$ cat config.mk
export PLATFORM = sky130hd
export DESIGN_NAME = hwsg_choice
export DESIGN_NICKNAME = d
export VERILOG_FILES = /design/src/rtl/hwsg_pkg.sv /design/src/rtl/hwsg_choice.sv
export SDC_FILE = /design/constraint.sdc
export NUM_CORES = 2
export LEC_CHECK = 0
export BUFFER_PORTS_ARGS = -buffer_cell sky130_fd_sc_hd__buf_2
export CAP_MARGIN = 25
export CORE_ASPECT_RATIO = 0.8
export CORE_MARGIN = 5
export CORE_UTILIZATION = 38
export CTS_CLUSTER_SIZE = 25
export DETAILED_ROUTE_END_ITERATION = 10
export PLACE_DENSITY_LB_ADDON = 0.25
export SYNTH_ARGS = -nofsm -noshare
export SYNTH_HDL_FRONTEND = slang
export SYNTH_SLANG_ARGS = --single-unit
$ cat constraint.sdc
create_clock -name clk -period 17.75 [get_ports clk]
set_input_delay 3.55 -clock clk [delete_from_list [all_inputs] [get_ports clk]]
set_output_delay 3.55 -clock clk [all_outputs]
set_load 0.01 [all_outputs]
$ cat src/rtl/hwsg_pkg.sv
// ----------------------------------------------------------------------------
// hwsg_pkg
// Shared constants, register codes and types for the hashed weighted seed
// generator.
// ----------------------------------------------------------------------------
package hwsg_pkg;

  localparam int NUM_WEIGHTS   = 6;
  localparam int NUM_LANES     = 4;
  localparam int FIN_STAGES    = 4;
  localparam int CHOICE_STAGES = 3;
  localparam int LATENCY       = 3 * FIN_STAGES + CHOICE_STAGES;

  localparam int TYPE_W   = 3;
  localparam int TCOUNT_W = 3;
  localparam int ADDR_W   = 5;
  localparam int DATA_W   = 32;
  localparam int SEED_W   = 32;
  localparam int CELL_W   = 24;
  localparam int NUM_W    = 32;
  localparam int VAR_W    = 30;
  localparam int FRAC_W   = 53;

  localparam logic [63:0] GOLDEN      = 64'h9E37_79B9_7F4A_7C15;
  localparam logic [63:0] MIX_C1      = 64'hBF58_476D_1CE4_E5B9;
  localparam logic [63:0] MIX_C2      = 64'h94D0_49BB_1331_11EB;
  localparam logic [63:0] STREAM_BASE = 64'h0000_0000_5EED_0001;

  typedef logic [63:0] word_t;

  typedef enum logic [2:0] {
    REG_SEED       = 3'd0,
    REG_TYPE_COUNT = 3'd1,
    REG_WEIGHT0    = 3'd2,
    REG_WEIGHT1    = 3'd3,
    REG_WEIGHT2    = 3'd4,
    REG_WEIGHT3    = 3'd5,
    REG_WEIGHT4    = 3'd6,
    REG_WEIGHT5    = 3'd7
  } reg_idx_t;

endpackage

$ cat src/rtl/hwsg_choice.sv
// ----------------------------------------------------------------------------
// hwsg_choice
// Three-stage weighted type choice: draw times weight sum in two partial
// products, exact sum, then compare against cumulative weights times 2^53.
// ----------------------------------------------------------------------------
module hwsg_choice #(
  parameter int MAX_TYPES   = 6,
  parameter int WEIGHT_BITS = 16
) (
  input  logic                             clk,
  input  logic                             en,
  input  logic [hwsg_pkg::FRAC_W-1:0]      draw,
  input  logic [hwsg_pkg::TCOUNT_W-1:0]    n_types,
  input  logic [WEIGHT_BITS+2:0]           wsum,
  input  logic [WEIGHT_BITS+2:0]           cum [hwsg_pkg::NUM_WEIGHTS],
  output logic [hwsg_pkg::TYPE_W-1:0]      type_id
);

  localparam int SW   = WEIGHT_BITS + 3;
  localparam int LO_W = 32;
  localparam int HI_W = hwsg_pkg::FRAC_W - LO_W;
  localparam int PW   = hwsg_pkg::FRAC_W + SW;

  logic [LO_W+SW-1:0]          p_lo_nxt, p_lo_r;
  logic [HI_W+SW-1:0]          p_hi_nxt, p_hi_r;
  logic [PW-1:0]               prod_nxt, prod_r;
  logic [hwsg_pkg::TYPE_W-1:0] tid_nxt, tid_r;

  always_comb begin
    p_lo_nxt = (LO_W+SW)'(draw[LO_W-1:0]) * (LO_W+SW)'(wsum);
    p_hi_nxt = (HI_W+SW)'(draw[hwsg_pkg::FRAC_W-1:LO_W]) * (HI_W+SW)'(wsum);
    prod_nxt = PW'(p_lo_r) + {p_hi_r, {LO_W{1'b0}}};
  end

  // first type whose cumulative weight exceeds the draw, else type 0
  always_comb begin
    logic hit;
    tid_nxt = '0;
    for (int t = MAX_TYPES - 1; t >= 0; t--) begin
      hit = (t < int'(n_types)) && (prod_r < {cum[t], {hwsg_pkg::FRAC_W{1'b0}}});
      if (hit) begin
        tid_nxt = hwsg_pkg::TYPE_W'(t);
      end
    end
  end

  always_ff @(posedge clk) begin
    if (en) begin
      p_lo_r <= p_lo_nxt;
      p_hi_r <= p_hi_nxt;
      prod_r <= prod_nxt;
      tid_r  <= tid_nxt;
    end
  end

  assign type_id = tid_r;

endmodule

==> After elaboration in Yosys (flattened, before gate mapping) <==
Index checks and enable logic that the tools add are counted.
{ "totals": {"register_bits": 166, "inputBits": 191, "output_inout_bits": 3, "word_cells": 34} }
{ "classes": {"add_sub_neg": 1, "n_mul": 2, "order_cmp": 12, "mux": 5, "reduce_logical": 8} }
{ "ops": {"columns": ["operator", "n"], "rows": [
  ["$lt A72 B72 Y1", 6],
  ["$add A51 B72 Y72", 1],
  ["$mul A32 B19 Y51", 1],
  ["$mul A21 B19 Y40", 1],
  ["$logic_and A1 B1 Y1", 6],
  ["$lt A1 B3 Y1 const A", 2],
  ["$lt A2 B3 Y1 const A", 2],
  ["$lt A3 B3 Y1 const A", 2],
  ["$mux W3", 2],
  ["$mux W2", 2],
  ["$reduce_or A4 Y1", 1],
  ["$reduce_or A2 Y1", 1],
  ["$mux W1", 1]
]} }

==> Longest topological paths before layout <==
{ "depth": {"word_depth": 7, "depth_mapped": 26, "depth_no_buf": 24} }

==> Worst setup path before layout <==
No wires, ideal clock.
{ "synth_path": {"path_kind": "in2reg", "start": "input wsum[10]", "end": "register p_lo_r[46] (data pin)", "setup_time_ns": 0.265, "arrival_ns": 9.668, "t_required_ns": 17.485, "path_slack_ns": 7.816, "cell_stages": 25, "path_buffers": 2, "cell_sequence": "clkbuf_1 clkbuf_1 nand2_1 fa_1 inv_1 fa_1 inv_1 fa_1 inv_1 fa_1 fa_1 inv_1 fa_1 inv_1 ha_1 nand3_2 or2_1 or4_4 a211oi_2 a211oi_2 a31oi_4 a31o_4 a21oi_2 nor4b_4 or3_1"} }
{ "synth_via": {"elab_chain_cells": 1} }
{ "synth_lines": {"columns": ["element", "line_no", "source"], "rows": [
  ["start: declaration", "hwsg_choice.sv:14", "input logic [WEIGHT_BITS+2:0] wsum,"],
  ["$mul A32 B19 Y51", "hwsg_choice.sv:30", "p_lo_nxt = (LO_W+SW)'(draw[LO_W-1:0]) * (LO_W+SW)'(wsum);"],
  ["net p_lo_nxt[46]", "hwsg_choice.sv:24", "logic [LO_W+SW-1:0] p_lo_nxt, p_lo_r;"],
  ["end signal: assignment", "hwsg_choice.sv:49", "p_lo_r <= p_lo_nxt;"],
  ["end: declaration", "hwsg_choice.sv:24", null]
]} }
The timed path passes the listed nets, and every way through them passes these cells.
A chain may end at the register's enable or synchronous reset.

==> Final worst setup path <==
{ "layout_path": {"start": "input wsum[1]", "end": "register p_hi_r[38] (data pin)"} }
{ "layout_via": {"elab_chain_cells": 1} }
{ "layout_lines": {"columns": ["element", "line_no", "source"], "rows": [
  ["$mul A21 B19 Y40", "hwsg_choice.sv:31", "p_hi_nxt = (HI_W+SW)'(draw[hwsg_pkg::FRAC_W-1:LO_W]) * (HI_W+SW)'(wsum);"],
  ["net p_hi_nxt[38]", "hwsg_choice.sv:25", "logic [HI_W+SW-1:0] p_hi_nxt, p_hi_r;"],
  ["end signal: assignment", "hwsg_choice.sv:50", "p_hi_r <= p_hi_nxt;"],
  ["end: declaration", "hwsg_choice.sv:25", null]
]} }
The timed path passes the listed nets, and every way through them passes these cells.

==> flow_metrics.py <==
metrics = {
    "sta": {
        "rsz0062_at_grt": "false",
        "drv_slew": 0,
        "period_needed_ps": 10420,
        "final.setup.worst_slack_ps": 7330,
        "max_freq_mhz": 96.0,
        "clock_skew_ps": 13.6,
        "finalSetupViolations": 0,
        "hold_ws_ps": 584,
        "slew_headroom": 0.311,
        "tightest_slew_ps": 1030,
        "setup_tns_ps": 0,
        "finalHoldViolCount": 0,
        "post-route-period-util": 0.587,
    },
    "synth": {
        "yosysUniqueCellTypes": 66,
        "netlist_area_sq_um": 37400,
        "synth_ff_type": "edfxtp_1",
        "ys_seq_elements": 81,
        "synth-seq-area-share": 0.0650,
        "yosys_warnings": 0,
        "postSynthCellCount": 4198,
        "synthArstFlopShare": 0,
        "syn_avg_cell_area_sq_um": 8.92,
        "synth-edff-count": 81,
        "syn_nets": 5602,
    },
    "run": {
        "drv_cap": 0,
    },
    "grt": {
        "grt_usage": 0.197,
        "grt_max_degree": 67,
        "grt-ovfl-total": 0,
        "grt_pass1_vias": 29000,
        "grt_pass1_wl_microns": 165000,
        "antenna_found_initial": 12,
    },
    "floorplanning": {
        "coreArea_sq_um": 98200,
        "die_x_microns": 361,
        "die_area_sq_um": 105000,
        "fp-row-count": 103,
        "start_util": 0.381,
        "fp.dieH_microns": 291,
        "io_pins": 194,
    },
    "drt": {
        "drtIter0Drc": 1533,
        "vias": 26800,
        "routed_via_density": 4.82,
        "drc": 0,
        "ant_nets": 0,
        "wl_per_cell_microns": 18.2,
        "first_pass_iters": 5,
        "routed_wl_microns": 101000,
    },
    "final_layout": {
        "drive_gt1_frac": 0.0576,
        "area_growth_pct": 6.32,
        "fin_nets": 5638,
    },
    "cts": {
        "tritoncts": "yes",
        "clkTransAtPathRegs_ps": 70,
        "cts_inserted_buffers": 9,
        "cts_resized": 0,
        "clock_latency_ps": 350,
        "post_cts_buffers": 0,
        "ctsHoldBuffers": 0,
        "clock_path_buffers": 2,
        "cts-root-buf": "clkbuf_16",
        "h-tree-depth": 3,
        "cts_sinks": 81,
    },
    "place": {
        "dp_slack_ps": 6990,
        "portBuffers": 193,
        "place.gp.congestion": 0.870,
        "place_hpwl_microns": 79400,
    },
    "setup_path": {
        "end_kind": "register",
        "r2r_end": "prod_r[71]",
        "r2r_slack_ps": 14600,
        "startpoint_type": "input port",
        "timing.rr.start": "p_lo_r[49]",
        "cp.required_ps": 17840,
        "path_max_fanout": 53,
        "worstPathArrival_ps": 10510,
        "path_class": "input port to register",
        "r2r_cells": 9,
    },
    "min_path": {
        "hold_depth": 1,
        "worstHoldPathType": "register to register",
        "hold_end": "prod_r[71]",
        "hold_path.startpoint": "p_hi_r[39]",
    },
    "outcome": {
        "status": "complete, no violations",
    },
}
[cell usage after synthesis, types with 11 or more instances]
cell type	instances	area, sq um
o21ai_0	52	260
edfxtp_1	81	2430
nor2b_1	13	81.3
and2_1	475	2970
a21oi_1	84	420
and3_1	12	75.1
nor3_1	22	110
a21o_1	56	420
xnor2_1	49	429
xor2_1	24	210
ha_1	383	4790
nand2b_1	11	68.8
nand2_1	574	2150
a211oi_1	16	120
clkbuf_1	187	702
nand3_1	18	90.1
inv_1	1142	4290
nor2_1	40	150
fa_1	830	16600
nand4_1	26	163
[worst max-delay path, cell delays in order]
cell and delay (ps):
buf_2 750, nand2_1 180, fa_1 540, fa_1 510, inv_1 50, fa_1 460, fa_1 550, inv_1 80
fa_1 490, fa_1 490, inv_1 40, ha_1 340, a21oi_1 250, o211ai_1 160, a2111oi_0 400, or2_2 240
nor3_1 90, o41ai_1 550, o21ai_0 200, a21oi_1 250, o21ai_0 130, xor2_1 160
[metrics by stage]
step / std cells / area, sq um / util
3_5_place_dp: 5535 / 39500 / 0.402
3_3_place_gp: 5535 / 39500 / 0.402
4_1_cts: 5551 / 39800 / 0.405
2_1_floorplan: 4198 / 37400 / -
5_1_grt: 5552 / 39800 / 0.405
6_report: 5556 / 39800 / 0.405
[logic make-up (layout without fill, tap and decap cells)]
| logic type | Yosys count | after routing | share of synthesized area |
|---|---|---|---|
| other cells | 0 | 5 | 0 |
| compound gates | 287 | 287 | 0.0505 |
| buf+inv | 1329 | 1370 | 0.133 |
| xor+xnor | 73 | 73 | 0.0171 |
| simple gates | 1215 | 1215 | 0.162 |
| flops | 81 | 81 | 0.0650 |
| fa+ha+maj | 1213 | 1213 | 0.572 |
[worst max path at each step]
stage                         from    endpoint  slack, ps  depth (start not counted)
after detailed placement   wsum[1]  p_hi_r[38]       6990                         22
after CTS                  wsum[1]  p_hi_r[38]       7370                         24
after global routing       wsum[1]  p_hi_r[38]       6900                         24
after global placement     wsum[1]  p_hi_r[38]       7010                         22
after floorplan           wsum[10]  p_lo_r[46]       7820                         25
final                      wsum[1]  p_hi_r[38]       7330                         22
[area by class of cell]
class	instances	area [sq um]
well taps	1312	1640
repair buffers	212	1110
multi-input cells	2788	30000
clock inverters	7	78.8
diodes	5	12.5
inverters	1142	4290
fillers	9935	58400
clock buffers	9	225
flip-flops and latches	81	2430
[state kept, by name (all words and copies together), names as in the netlist]
name / cells
p_hi_r: 40
p_lo_r: 19
prod_r: 19
type_id: 3
[metal layers]
| metal | track usage | part of all wire | up-vias |
|---|---|---|---|
| met5 | 0 | 0.00054 | - |
| met4 | 0.0279 | 0.012 | 8 |
| met3 | 0.0592 | 0.094 | 80 |
| met2 | 0.288 | 0.41 | 816 |
| met1 | 0.295 | 0.48 | 13500 |
| li1 | - | - | 12400 |
[cells in the final DEF, fill, tap and decap left out, drive strengths merged, types with 4 or more instances in the layout]
cell,netlist,routed
nand2,574,574
clkbuf,187,9
and2,475,475
nand4,26,26
nor4,5,5
o211ai,4,4
xnor2,49,49
nor3,22,22
diode,0,5
buf,0,212
xor2,24,24
nand2b,11,11
edfxtp,81,81
o21ai,55,55
ha,383,383
inv,1142,1144
o21a,9,9
a31oi,11,11
nor2b,13,13
and3,12,12
nor2,40,40
o21bai,7,7
nand3,19,19
a211oi,18,18
o31ai,4,4
a21oi,85,85
fa,830,830
a21o,56,56
a31o,4,4
Power is not shown: default switching activity piles up to over one toggle a cycle in this logic, so the estimate is an artifact.
