### src/rtl/hwsg_pkg.sv
// ----------------------------------------------------------------------------
// hwsg_pkg
// Shared constants, register codes and types for the hashed weighted seed
// generator.
// ----------------------------------------------------------------------------
package hwsg_pkg;

  localparam int NUM_WEIGHTS   = 6;
  localparam int NUM_LANES     = 4;
  localparam int FIN_STAGES    = 4;
  localparam int CHOICE_STAGES = 3;
  localparam int LATENCY       = 3 * FIN_STAGES + CHOICE_STAGES;

  localparam int TYPE_W   = 3;
  localparam int TCOUNT_W = 3;
  localparam int ADDR_W   = 5;
  localparam int DATA_W   = 32;
  localparam int SEED_W   = 32;
  localparam int CELL_W   = 24;
  localparam int NUM_W    = 32;
  localparam int VAR_W    = 30;
  localparam int FRAC_W   = 53;

  localparam logic [63:0] GOLDEN      = 64'h9E37_79B9_7F4A_7C15;
  localparam logic [63:0] MIX_C1      = 64'hBF58_476D_1CE4_E5B9;
  localparam logic [63:0] MIX_C2      = 64'h94D0_49BB_1331_11EB;
  localparam logic [63:0] STREAM_BASE = 64'h0000_0000_5EED_0001;

  typedef logic [63:0] word_t;

  typedef enum logic [2:0] {
    REG_SEED       = 3'd0,
    REG_TYPE_COUNT = 3'd1,
    REG_WEIGHT0    = 3'd2,
    REG_WEIGHT1    = 3'd3,
    REG_WEIGHT2    = 3'd4,
    REG_WEIGHT3    = 3'd5,
    REG_WEIGHT4    = 3'd6,
    REG_WEIGHT5    = 3'd7
  } reg_idx_t;

endpackage

### src/rtl/hwsg_cfg.sv
// ----------------------------------------------------------------------------
// hwsg_cfg
// APB register file with derived type count, weight sum and cumulative
// weights, registered for the type choice.
// ----------------------------------------------------------------------------
module hwsg_cfg #(
  parameter int MAX_TYPES   = 6,
  parameter int WEIGHT_BITS = 16
) (
  input  logic                             clk,
  input  logic                             rst_n,
  input  logic                             psel,
  input  logic                             penable,
  input  logic                             pwrite,
  input  logic [hwsg_pkg::ADDR_W-1:0]      paddr,
  input  logic [hwsg_pkg::DATA_W-1:0]      pwdata,
  output logic [hwsg_pkg::DATA_W-1:0]      prdata,
  output logic                             pready,
  output logic [hwsg_pkg::SEED_W-1:0]      seed,
  output logic [hwsg_pkg::TCOUNT_W-1:0]    n_types,
  output logic [WEIGHT_BITS+2:0]           wsum,
  output logic [WEIGHT_BITS+2:0]           cum [hwsg_pkg::NUM_WEIGHTS]
);

  localparam int SW = WEIGHT_BITS + 3;

  logic [hwsg_pkg::SEED_W-1:0]   seed_r;
  logic [hwsg_pkg::TCOUNT_W-1:0] type_count_r;
  logic [WEIGHT_BITS-1:0]        weight_r [hwsg_pkg::NUM_WEIGHTS];
  hwsg_pkg::reg_idx_t            idx;
  logic                          wr;

  logic [hwsg_pkg::TCOUNT_W-1:0] n_nxt, n_r;
  logic [SW-1:0]                 sum_nxt, sum_r;
  logic [SW-1:0]                 cum_nxt [hwsg_pkg::NUM_WEIGHTS];
  logic [SW-1:0]                 cum_r   [hwsg_pkg::NUM_WEIGHTS];

  assign idx    = hwsg_pkg::reg_idx_t'(paddr[hwsg_pkg::ADDR_W-1:2]);
  assign wr     = psel && penable && pwrite;
  assign pready = 1'b1;

  always_ff @(posedge clk) begin
    if (!rst_n) begin
      seed_r       <= '0;
      type_count_r <= '0;
      for (int i = 0; i < hwsg_pkg::NUM_WEIGHTS; i++) begin
        weight_r[i] <= '0;
      end
    end else if (wr) begin
      case (idx)
        hwsg_pkg::REG_SEED:       seed_r       <= pwdata;
        hwsg_pkg::REG_TYPE_COUNT: type_count_r <= pwdata[hwsg_pkg::TCOUNT_W-1:0];
        hwsg_pkg::REG_WEIGHT0:    weight_r[0]  <= pwdata[WEIGHT_BITS-1:0];
        hwsg_pkg::REG_WEIGHT1:    weight_r[1]  <= pwdata[WEIGHT_BITS-1:0];
        hwsg_pkg::REG_WEIGHT2:    weight_r[2]  <= pwdata[WEIGHT_BITS-1:0];
        hwsg_pkg::REG_WEIGHT3:    weight_r[3]  <= pwdata[WEIGHT_BITS-1:0];
        hwsg_pkg::REG_WEIGHT4:    weight_r[4]  <= pwdata[WEIGHT_BITS-1:0];
        hwsg_pkg::REG_WEIGHT5:    weight_r[5]  <= pwdata[WEIGHT_BITS-1:0];
        default: ;
      endcase
    end
  end

  always_comb begin
    case (idx)
      hwsg_pkg::REG_SEED:       prdata = seed_r;
      hwsg_pkg::REG_TYPE_COUNT: prdata = hwsg_pkg::DATA_W'(type_count_r);
      hwsg_pkg::REG_WEIGHT0:    prdata = hwsg_pkg::DATA_W'(weight_r[0]);
      hwsg_pkg::REG_WEIGHT1:    prdata = hwsg_pkg::DATA_W'(weight_r[1]);
      hwsg_pkg::REG_WEIGHT2:    prdata = hwsg_pkg::DATA_W'(weight_r[2]);
      hwsg_pkg::REG_WEIGHT3:    prdata = hwsg_pkg::DATA_W'(weight_r[3]);
      hwsg_pkg::REG_WEIGHT4:    prdata = hwsg_pkg::DATA_W'(weight_r[4]);
      hwsg_pkg::REG_WEIGHT5:    prdata = hwsg_pkg::DATA_W'(weight_r[5]);
      default:                  prdata = '0;
    endcase
  end

  // zero count means one type of weight one; zero sum is taken as one
  always_comb begin
    logic [hwsg_pkg::TCOUNT_W-1:0] cnt;
    logic [SW-1:0]                 acc;
    logic [SW-1:0]                 w_eff;
    cnt = (type_count_r > hwsg_pkg::TCOUNT_W'(MAX_TYPES)) ?
          hwsg_pkg::TCOUNT_W'(MAX_TYPES) : type_count_r;
    acc = '0;
    for (int t = 0; t < hwsg_pkg::NUM_WEIGHTS; t++) begin
      if (type_count_r == '0) begin
        w_eff = (t == 0) ? SW'(1) : '0;
      end else begin
        w_eff = (t < int'(cnt)) ? SW'(weight_r[t]) : '0;
      end
      acc        = acc + w_eff;
      cum_nxt[t] = acc;
    end
    sum_nxt = (acc == '0) ? SW'(1) : acc;
    n_nxt   = (type_count_r == '0) ? hwsg_pkg::TCOUNT_W'(1) : cnt;
  end

  always_ff @(posedge clk) begin
    n_r   <= n_nxt;
    sum_r <= sum_nxt;
    for (int t = 0; t < hwsg_pkg::NUM_WEIGHTS; t++) begin
      cum_r[t] <= cum_nxt[t];
    end
  end

  assign seed    = seed_r;
  assign n_types = n_r;
  assign wsum    = sum_r;
  assign cum     = cum_r;

endmodule

### config.mk
export PLATFORM = sky130hd
export DESIGN_NAME = hwsg_cfg
export DESIGN_NICKNAME = d
export VERILOG_FILES = /design/src/rtl/hwsg_pkg.sv /design/src/rtl/hwsg_cfg.sv
export SDC_FILE = /design/constraint.sdc
export NUM_CORES = 1
export LEC_CHECK = 0
export ABC_AREA = 0
export BUFFER_PORTS_ARGS = -buffer_cell sky130_fd_sc_hd__buf_2
export CORE_MARGIN = 3
export CORE_UTILIZATION = 35
export CTS_CLUSTER_DIAMETER = 120
export DETAILED_ROUTE_END_ITERATION = 7
export GPL_TIMING_DRIVEN = 0
export PLACE_DENSITY_LB_ADDON = 0.2
export SLEW_MARGIN = 15
export SYNTH_ARGS = -nofsm -noshare
export SYNTH_HDL_FRONTEND = slang
export SYNTH_SLANG_ARGS = --single-unit
export TNS_END_PERCENT = 30
### constraint.sdc
create_clock -name clk -period 23.2 [get_ports clk]
set_input_delay 6.96 -clock clk [delete_from_list [all_inputs] [get_ports clk]]
set_output_delay 6.96 -clock clk [all_outputs]
set_load 0.02 [all_outputs]
[Yosys cells after proc, flatten, opt, wreduce, memory -nomap -nowiden]
Memories as Yosys holds them, arrays and structs flattened.
Cells that the tools add are included.
W data, S select, Z words.
Storage, ports and cells
  output and inout port bits: 201
  bits of input ports: 42
  register bits: 171
  bits in writable memories: 96
  logic and storage cells: 88
  memories: 1
Cells by class
  equal/unequal tests: 7
  bitwise gates (word level): 6
  multiplexer cells: 45
  order comparisons: 7
  add/subtract/negate cells: 5
  reduce and logical (&&, ||, !) cells: 7
Memory list
  weight_r: depth 6, width 16, rd ports 6, clocked after memory_dff 0, write ports 6, line hwsg_cfg.sv:29  | logic [WEIGHT_BITS-1:0] weight_r [hwsg_pkg::NUM_WEIGHTS];
Operator list (count)
  $mux W16: 18
  $pmux W32 S8: 1
  $add A19 B19 Y19: 5
  $mux W1: 25
  $logic_not A19 Y1: 1
  $eq A3 B3 Y1 const B: 4
  $eq A3 B2 Y1 const B: 2
  $logic_not A3 Y1: 2
  $lt A1 B3 Y1 const A: 2
  $lt A2 B3 Y1 const A: 2
  $lt A3 B3 Y1 const A: 2
  $or A1 B1 Y1: 6
  $reduce_and A2 Y1: 2
  $eq A3 B1 Y1 const B: 1
  $gt A3 B3 Y1 const B: 1
  $mux W3: 1
  $logic_and A1 B1 Y1: 2

[Logic depth before layout (Yosys ltp)]
Gate-level depths: netlist (run 1).
  word-level depth: 11
  gate-level depth with buffers: 44
  mapped depth without buffers: 41

[Worst setup path before layout (run 1)]
No wires, ideal clock.
  kind: input port to output port
  from: input paddr[3] (netlist bit)
  to: output prdata[4] (netlist bit)
  data required time: 16.240 ns
  path slack: 7.473 ns
  arrival time: 8.767 ns
  cell stages on the path: 7
  path buffers: 3
  path through: clkbuf_1 > buf_1 > clkbuf_1 > mux2i_1 > a21oi_1 > nor2_1 > a211oi_1
On the way
  word-level cells in the longest chain between the ends: 2
  elaborated cells on any way between the ends: 9
  those cells by class: 7 x eq/ne; 1 x mux; 1 x reduce/logical
Ends and longest elaborated chain
  start, declared: line hwsg_cfg.sv:15  | input logic [hwsg_pkg::ADDR_W-1:0] paddr,
  $eq A3 B3 Y1, or another cell as far along: line hwsg_cfg.sv:65  | case (idx)
  $pmux W32 S8 (*): line hwsg_cfg.sv:65
  end, declared: line hwsg_cfg.sv:17  | output logic [hwsg_pkg::DATA_W-1:0] prdata,
Every way passes the cells marked *; elsewhere a longest branch is shown, timed or not.

[Worst setup path in the final report (run 1)]
  from: input paddr[3] (netlist bit)
  to: output prdata[1] (netlist bit)
Same word-level chain as after synthesis.

==> metrics.md, run 1 <==
| Metric | Value |
|---|---|
| Mean Syn Cell Area | `10.0 sq um` |
| RSZ-0062 raised after global routing | `false` |
| Clock transition at path regs | `0.06 ns` |
| Post-route DRC | `0` |
| YS warnings | `0` |
| Total number of vias | `10,373` |
| Arrival time at the worst endpoint | `10.04 ns` |
| Yosys cell types | `71` |
| CTS tree | `done` |
| Outcome | `completed` |
| Fraction of registers with async set/reset | `0%` |
| Grt ovf | `0` |
| Die area | `0.0399 sq mm` |
| Cts hold-fix bufs | `0` |
| Final #Nets | `1,705` |
| FF-to-FF End | `wsum[0]` |
| Hold Crit Endpoint | `n_types[2]` |
| Total GRT Usage | `19.6%` |
| Pleak | `7.36 nW` |
| Crit share post-route | `73.3%` |
| CP required | `16.24 ns` |
| Max clock buf depth | `3` |
| Sequential fraction of the synthesis area | `47.1%` |
| CP Class | `in2out` |
| Seq. cell area | `0.00619 sq mm` |
| Mapped Cells | `1,309` |
| Routability cong. | `0.933` |
| IO Count | `243` |
| Die span in x | `200 microns` |
| Clk Tree Root Cell | `clkbuf_16` |
| Area of the multi-input gates | `0.00658 sq mm` |
| Startpoint Class | `input port` |
| HP Start | `type_count_r[2]` |
| Initial antenna violation count | `0` |
| Clock latency on the worst-skew pair | `0.57 ns` |
| Placed inst area | `0.0150 sq mm` |
| DR WL/cell | `19.5 microns` |
| Hold Fails Final Rpt | `0` |
| CTS Sinks | `261` |
| Rel. slew slack | `33.0%` |
| Commonest non-fill, non-tap cell in the layout | `buf_2` |
| Drt pass-1 iters | `6` |
| Met3 usage | `3.49%` |
| Final slew viol count | `0` |
| Detailed Route WL | `40.4 mm` |
| Grt peak-use layer | `met2` |
| Dpl hpwl | `32.2 mm` |
| Met1 Use GR | `26.8%` |
| Met2 GRT Util | `32.4%` |
| # H-tree levels | `1` |
| Vias in the first global route | `10,096` |
| Endpoints failing setup | `0` |
| First-pass GRT wire length | `59.3 mm` |
| Final Instance Area | `0.0160 sq mm` |
| Total power | `0.00107 W` |
| Max-cap violations | `0` |
| Total CTS buffers | `29` |
| Post-synth EDFFs | `96` |
| Main synth FF type | `dfxtp_1` |
| # rows | `70` |
| Reg2Reg Setup Slack | `13.02 ns` |
| Share of cells above drive strength 1 | `20.7%` |
| Most frequent cells in the layout | `buf_2, dfxtp_1, and2_1` |
| CP endpoint kind | `output port` |
| WHS | `0.474 ns` |
| Vias per inst | `5.02` |
| Minimum clock period | `17.00 ns` |
| Clock Skew | `0.0210 ns` |
| Die height | `200 microns` |
| Area grow syn2layout | `22.1%` |
| R2R cell count | `39` |
| Post-CTS Setup Bufs | `0` |
| Power Dens Cells | `66.8 mW/mm^2` |
| Largest net degree at the start of global routing | `17` |
| Slew @ Worst Pin | `0.997 ns` |
| #FFs+latches synth | `261` |
| Initial core utilization | `35.7%` |
| Post-Synthesis Cell Area | `0.0131 sq mm` |
| Core Region | `0.0368 sq mm` |
| Filler cell count | `3,608` |
| DR iter-0 viols | `530` |
| RR Startpoint | `type_count_r[0]` |
| Post-CTS sizing | `0` |
| Crit Path Max Fanout | `10` |
| Antenna Cells | `0` |
| Fmax | `0.0588 GHz` |
| Setup TNS | `0 ns` |
| IR drop worst, VDD | `0.0000473 V` |
| HP Class | `reg2reg` |
| Hold depth | `1` |
| Antenna viol nets, final | `0` |
| Number of port buffers | `230` |
-- cell usage after synthesis, types with 21 or more instances --
cell | count | area (sq um)
inv_1 | 40 | 150
o21ai_0 | 32 | 160
a21boi_0 | 34 | 255
ha_1 | 80 | 1000
dfxtp_1 | 165 | 3300
a21o_1 | 23 | 173
and2_1 | 145 | 907
nor2_1 | 90 | 338
nand2_1 | 99 | 372
xnor2_1 | 62 | 543
and3_1 | 21 | 131
nor2b_1 | 45 | 282
a21oi_1 | 82 | 410
clkbuf_1 | 46 | 173
edfxtp_1 | 96 | 2880
-- kinds of logic after synthesis --
family / Yosys count / synth area share, %
XOR/XNOR: 84 / 5.76
buffers and inverters: 102 / 3.26
multiplexers: 26 / 2.30
AND/OR/NAND/NOR: 459 / 18.2
adder cells (fa/ha/maj): 86 / 8.46
AO/OA/AOI/OAI: 289 / 14.9
flip-flops: 261 / 47.1
other: 2 / 0.0572
-- worst max-delay path, cell delays in order --
cell      delay, ns
clkbuf_1       0.44
buf_1          0.69
clkbuf_1       0.61
clkbuf_1       0.47
a221oi_1       0.13
a221oi_1       0.42
nor2_1         0.12
buf_2          0.18
-- state kept, by name (all words and copies together) (netlist names) --
signal	cells
cum	108
wsum	19
n_types	3
weight_r	96
type_count_r	3
seed	32
-- power by group --
group | switching [W] | total (W) | internal (W)
Sequential | 0.00000806 | 0.000498 | 0.000490
Clock | 0.000189 | 0.000492 | 0.000303
Combinational | 0.0000540 | 0.0000812 | 0.0000272
-- through the flow --
stage / cells / setup slack [ns] / utilization, %
floorplan: 1314 / 7.47 / -
global placement: 2012 / 6.31 / 40.5
detailed placement: 2015 / 6.27 / 40.7
CTS: 2068 / 6.25 / 43.6
global route: 2068 / 6.07 / 43.6
finish: 2068 / 6.20 / 43.6
-- worst max-delay path by stage --
stage / start / end / slack, ns / depth (start not counted)
global route: paddr[3] / prdata[1] / 6.07 / 8
detailed placement: paddr[3] / prdata[1] / 6.27 / 8
CTS: paddr[3] / prdata[1] / 6.25 / 8
global placement: paddr[3] / prdata[1] / 6.31 / 8
finish: paddr[3] / prdata[1] / 6.20 / 8
floorplan: paddr[3] / prdata[4] / 7.47 / 7
-- area by class of cell --
type | count | share of cell area (%)
Inverter | 41 | 0.959
Buffer | 61 | 1.71
Clock inverter | 9 | 0.538
Clock buffer | 44 | 6.11
Timing Repair Buffer | 233 | 7.43
Multi-Input combinational cell | 951 | 41.0
Tap cell | 468 | 3.65
Sequential cell | 261 | 38.6
-- per-layer routing --
metal / vias to the layer above / share of wire, %
li1: 5106 / -
met1: 4872 / 46
met2: 348 / 45
met3: 47 / 6.7
met4: 0 / 1.9
met5: - / 0
Note: power is estimated with default switching activity, not from simulation.
==> run 2: changes to the inputs <==
Settings changed: ABC_AREA 0 to 1.
Clock period 23.2 ns to 14.9 ns, I/O delays scaled along.
==> run 2 against run 1 <==
  * Power increased by 58%
  * Routed wire length is 0.69% lower
  * Die area decreased by 0.64%
  * Utilization decreased by 0.18 points
  * Synthesized cell count up 19%
  * Design area decreased by 0.64%
  * Hold slack lost 0.0047 ns
  * Sequential power up 57%
  * Combinational power up 86%
  * Synthesized area decreased by 0.66%
  * First-iteration DRC count rose by 58%
  * Final cell count increased by 12%
  * Largest cell class is now flip-flops and latches
  * Largest power group unchanged
==> metrics.md, run 2 <==
| Metric | Value |
|---|---|
| Most frequent cells after synthesis | `nand2_1, inv_1, nor2_1` |
| Slowest cell on the critical path | `nor3_1` |
| Max clock buf depth | `3 (unchanged)` |
| Clock latency on the worst-skew pair | `0.57 ns (about the same)` |
| Grt ovf | `0 (unchanged)` |
| Antenna viol nets, final | `0 (unchanged)` |
| Drt pass-1 iters | `5 (-1)` |
| Yosys top cell area share | `25.3% (+0.17 points)` |
| Most frequent cell after synthesis | `nand2_1` |
| WHS | `0.470 ns (-0.00472 ns)` |
| IR drop worst, VDD | `0.0000760 V (+61%)` |
| HP Class | `reg2reg` |
| # H-tree levels | `1 (unchanged)` |
| Crit share post-route | `74.5%` |
| CTS tree | `done` |
| Max-cap violations | `0 (unchanged)` |
| Post-route DRC | `0 (unchanged)` |
| Total CTS buffers | `30 (+3.4%)` |
| Fraction of registers with async set/reset | `0% (unchanged)` |
| Sequential fraction of the synthesis area | `47.4% (+0.31 points)` |
| RR Startpoint | `type_count_r[1]` |
| Largest net degree at the start of global routing | `17 (unchanged)` |
| DR iter-0 viols | `838 (+58%)` |
| DR WL/cell | `17.3 microns (-12%)` |
| Setup TNS | `0 ns (unchanged)` |
| Die span in x | `199 microns (-0.32%)` |
| Minimum clock period | `11.10 ns` |
| Post-CTS Setup Bufs | `0 (unchanged)` |
| First-pass GRT wire length | `61.1 mm (+2.9%)` |
| Crit path cell chain | `buf_2 -> inv_1 -> nor3_1 -> clkinv_1 -> clkbuf_1 -> o22ai_1 -> a221oi_1 -> nand3_1 -> buf_2` |
| Cell seen most often among critical-path stages | `buf_2` |
| Vias per inst | `4.82 (-4.0%)` |
| # rows | `70 (unchanged)` |
| Area contributors post-synth | `dfxtp_1, edfxtp_1, ha_1, nand2_1, inv_1` |
| CTS Sinks | `261 (unchanged)` |
| Antenna Cells | `0 (unchanged)` |
| Critical Path Start | `paddr[4]` |
| Yosys cell types | `49 (-31%)` |
| Share of cells above drive strength 1 | `18.9% (-1.8 points)` |
| Vias in the first global route | `11,029 (+9.2%)` |
| CP required | `10.43 ns (-5.81 ns)` |
| Startpoint Class | `input port` |
| Total power | `0.00169 W (+58%)` |
| PnR worst setup slack | `3.80 ns (-2.39 ns)` |
| Endpoints failing setup | `0 (unchanged)` |
| Hold Fails Final Rpt | `0 (unchanged)` |
| Most frequent cells in the layout | `nand2_1, inv_1, nor2_1` |
| Detailed Route WL | `40.1 mm (-0.69%)` |
| Arrival time at the worst endpoint | `6.63 ns (-3.41 ns)` |
| CP endpoint kind | `output port` |
| Area grow syn2layout | `22.1% (about the same)` |
| CP Class | `in2out` |
| Worst setup path endpoint | `prdata[14]` |
| Slowest stage delay, CP | `0.39 ns (-0.30 ns)` |
| R2R cell count | `46 (+18%)` |
| Clock transition at path regs | `0.06 ns (about the same)` |
| Routability cong. | `0.877 (-5.9%)` |
| Cts hold-fix bufs | `0 (unchanged)` |
| Crit Path Max Fanout | `10 (unchanged)` |
| CP bufs+invs | `5 (unchanged)` |
| Main synth FF type | `dfxtp_1` |
| Dpl hpwl | `32.2 mm (-0.23%)` |
| Final slew viol count | `0 (unchanged)` |
| Initial antenna violation count | `1 (+1)` |
| WP depth | `9 (+1)` |
| Fmax | `0.0901 GHz` |
| Place WS | `3.74 ns (-2.53 ns)` |
| Die height | `199 microns (-0.32%)` |
| Number of port buffers | `233 (+1.3%)` |
| Core Region | `0.0367 sq mm (-0.24%)` |
| Clk Tree Root Cell | `clkbuf_16` |
| Die area | `0.0396 sq mm (-0.64%)` |
| Slew @ Worst Pin | `0.936 ns (-0.0611 ns)` |
| Max reg flops | `108 (unchanged)` |
| RSZ-0062 raised after global routing | `false` |
| Total GRT Usage | `20.0% (+0.42 points)` |
| FF-to-FF End | `wsum[0]` |
| Wire length on met2 | `18.8 mm (+2.3%)` |
| Outcome | `completed` |
| YS warnings | `0 (unchanged)` |
| Final #Nets | `1,961 (+15%)` |
| Commonest non-fill, non-tap cell in the layout | `nand2_1` |
| Total number of vias | `11,191 (+7.9%)` |
| Met1 wire length | `18.0 mm (-3.0%)` |
| Post-CTS sizing | `0 (unchanged)` |
| Synth area leader | `dfxtp_1` |
| Mean Syn Cell Area | `8.37 sq um (-17%)` |
| Mapped Cells | `1,560 (+19%)` |
| Clock Skew | `0.0181 ns (-0.00290 ns)` |
| Max layer used | `met5` |
| IO Count | `243 (unchanged)` |
| Metal3 WL | `2.45 mm (-10%)` |
| Post-Synthesis Cell Area | `0.0131 sq mm (-0.66%)` |
| Power Dens Cells | `106 mW/mm^2 (+59%)` |
| #FFs+latches synth | `261 (unchanged)` |
| Rel. slew slack | `37.6% (+4.6 points)` |
| Top cell family by delay on the critical path | `buffers and inverters` |
| Post-synth EDFFs | `96 (unchanged)` |
| Initial core utilization | `35.6% (-0.15 points)` |
| Pleak | `8.49 nW (+15%)` |
| Reg2Reg Setup Slack | `5.63 ns (-7.39 ns)` |
## run 2: logic make-up (layout without fill, tap and decap cells)
group / after synthesis / after routing / share of synthesized area, %
and+or+nand+nor: 609 / 609 / 19.7
buffers and inverters: 292 / 583 / 8.62
DFF: 261 / 261 / 47.4
AOI/OAI and AO/OA: 242 / 242 / 11.2
adders and majority gates: 85 / 85 / 8.43
xor gates and xnor gates: 69 / 69 / 4.63
other: 2 / 7 / 0.0575
## run 2: routing by layer
metal	vias to the layer above	GRT usage (%)
met5	-	0
met4	2	5.02
met3	56	3.27
met2	337	33.9
met1	5190	26.7
li1	5606	-
## run 2: how the worst min path moves through the flow
| stage | endpoint | cells after the start | from |
|---|---|---|---|
| after global placement | seed[18] | 2 | seed[18] |
| after detailed placement | seed[21] | 2 | seed[21] |
| after CTS | seed[21] | 2 | seed[21] |
| after global routing | seed[25] | 2 | seed[25] |
| after floorplan | n_types[2] | 1 | type_count_r[2] |
| final | seed[21] | 2 | seed[21] |
## run 2: cell type report
| class | instances | area (sq um) |
|---|---|---|
| Tap cell | 468 | 586 |
| Inverter | 248 | 931 |
| Timing Repair Buffer | 237 | 1220 |
| Multi-Input combinational cell | 1012 | 5780 |
| Sequential cell | 261 | 6190 |
| Clock inverter | 9 | 108 |
| Clock buffer | 45 | 932 |
| Buffer | 44 | 194 |
| Fill cell | 3723 | 20800 |
## run 2: worst register-to-register path, delay by kind of cell (launching register included)
family | cells | cell delay [ns]
simple gates | 26 | 3.60
fa+ha+maj | 5 | 1.78
compound gates | 6 | 1.65
xor+xnor | 4 | 0.95
buf+inv | 5 | 0.85
flops | 1 | 0.39
## run 2: power breakdown
| part | internal (W) | switching [W] | leakage, nW |
|---|---|---|---|
| Combinational | 0.0000447 | 0.000106 | 5.73 |
| Clock | 0.000465 | 0.000295 | 0.508 |
| Sequential | 0.000769 | 0.0000113 | 2.25 |
| Total | 0.00128 | 0.000413 | 8.49 |
## run 2: metrics by stage
step / cells / util, % / instance area [sq um]
after detailed placement: 2270 / 40.6 / 14900
after global placement: 2266 / 40.4 / 14800
after CTS: 2324 / 43.4 / 15900
final: 2324 / 43.4 / 15900
after floorplan: 1565 / - / 13100
after global routing: 2324 / 43.4 / 15900
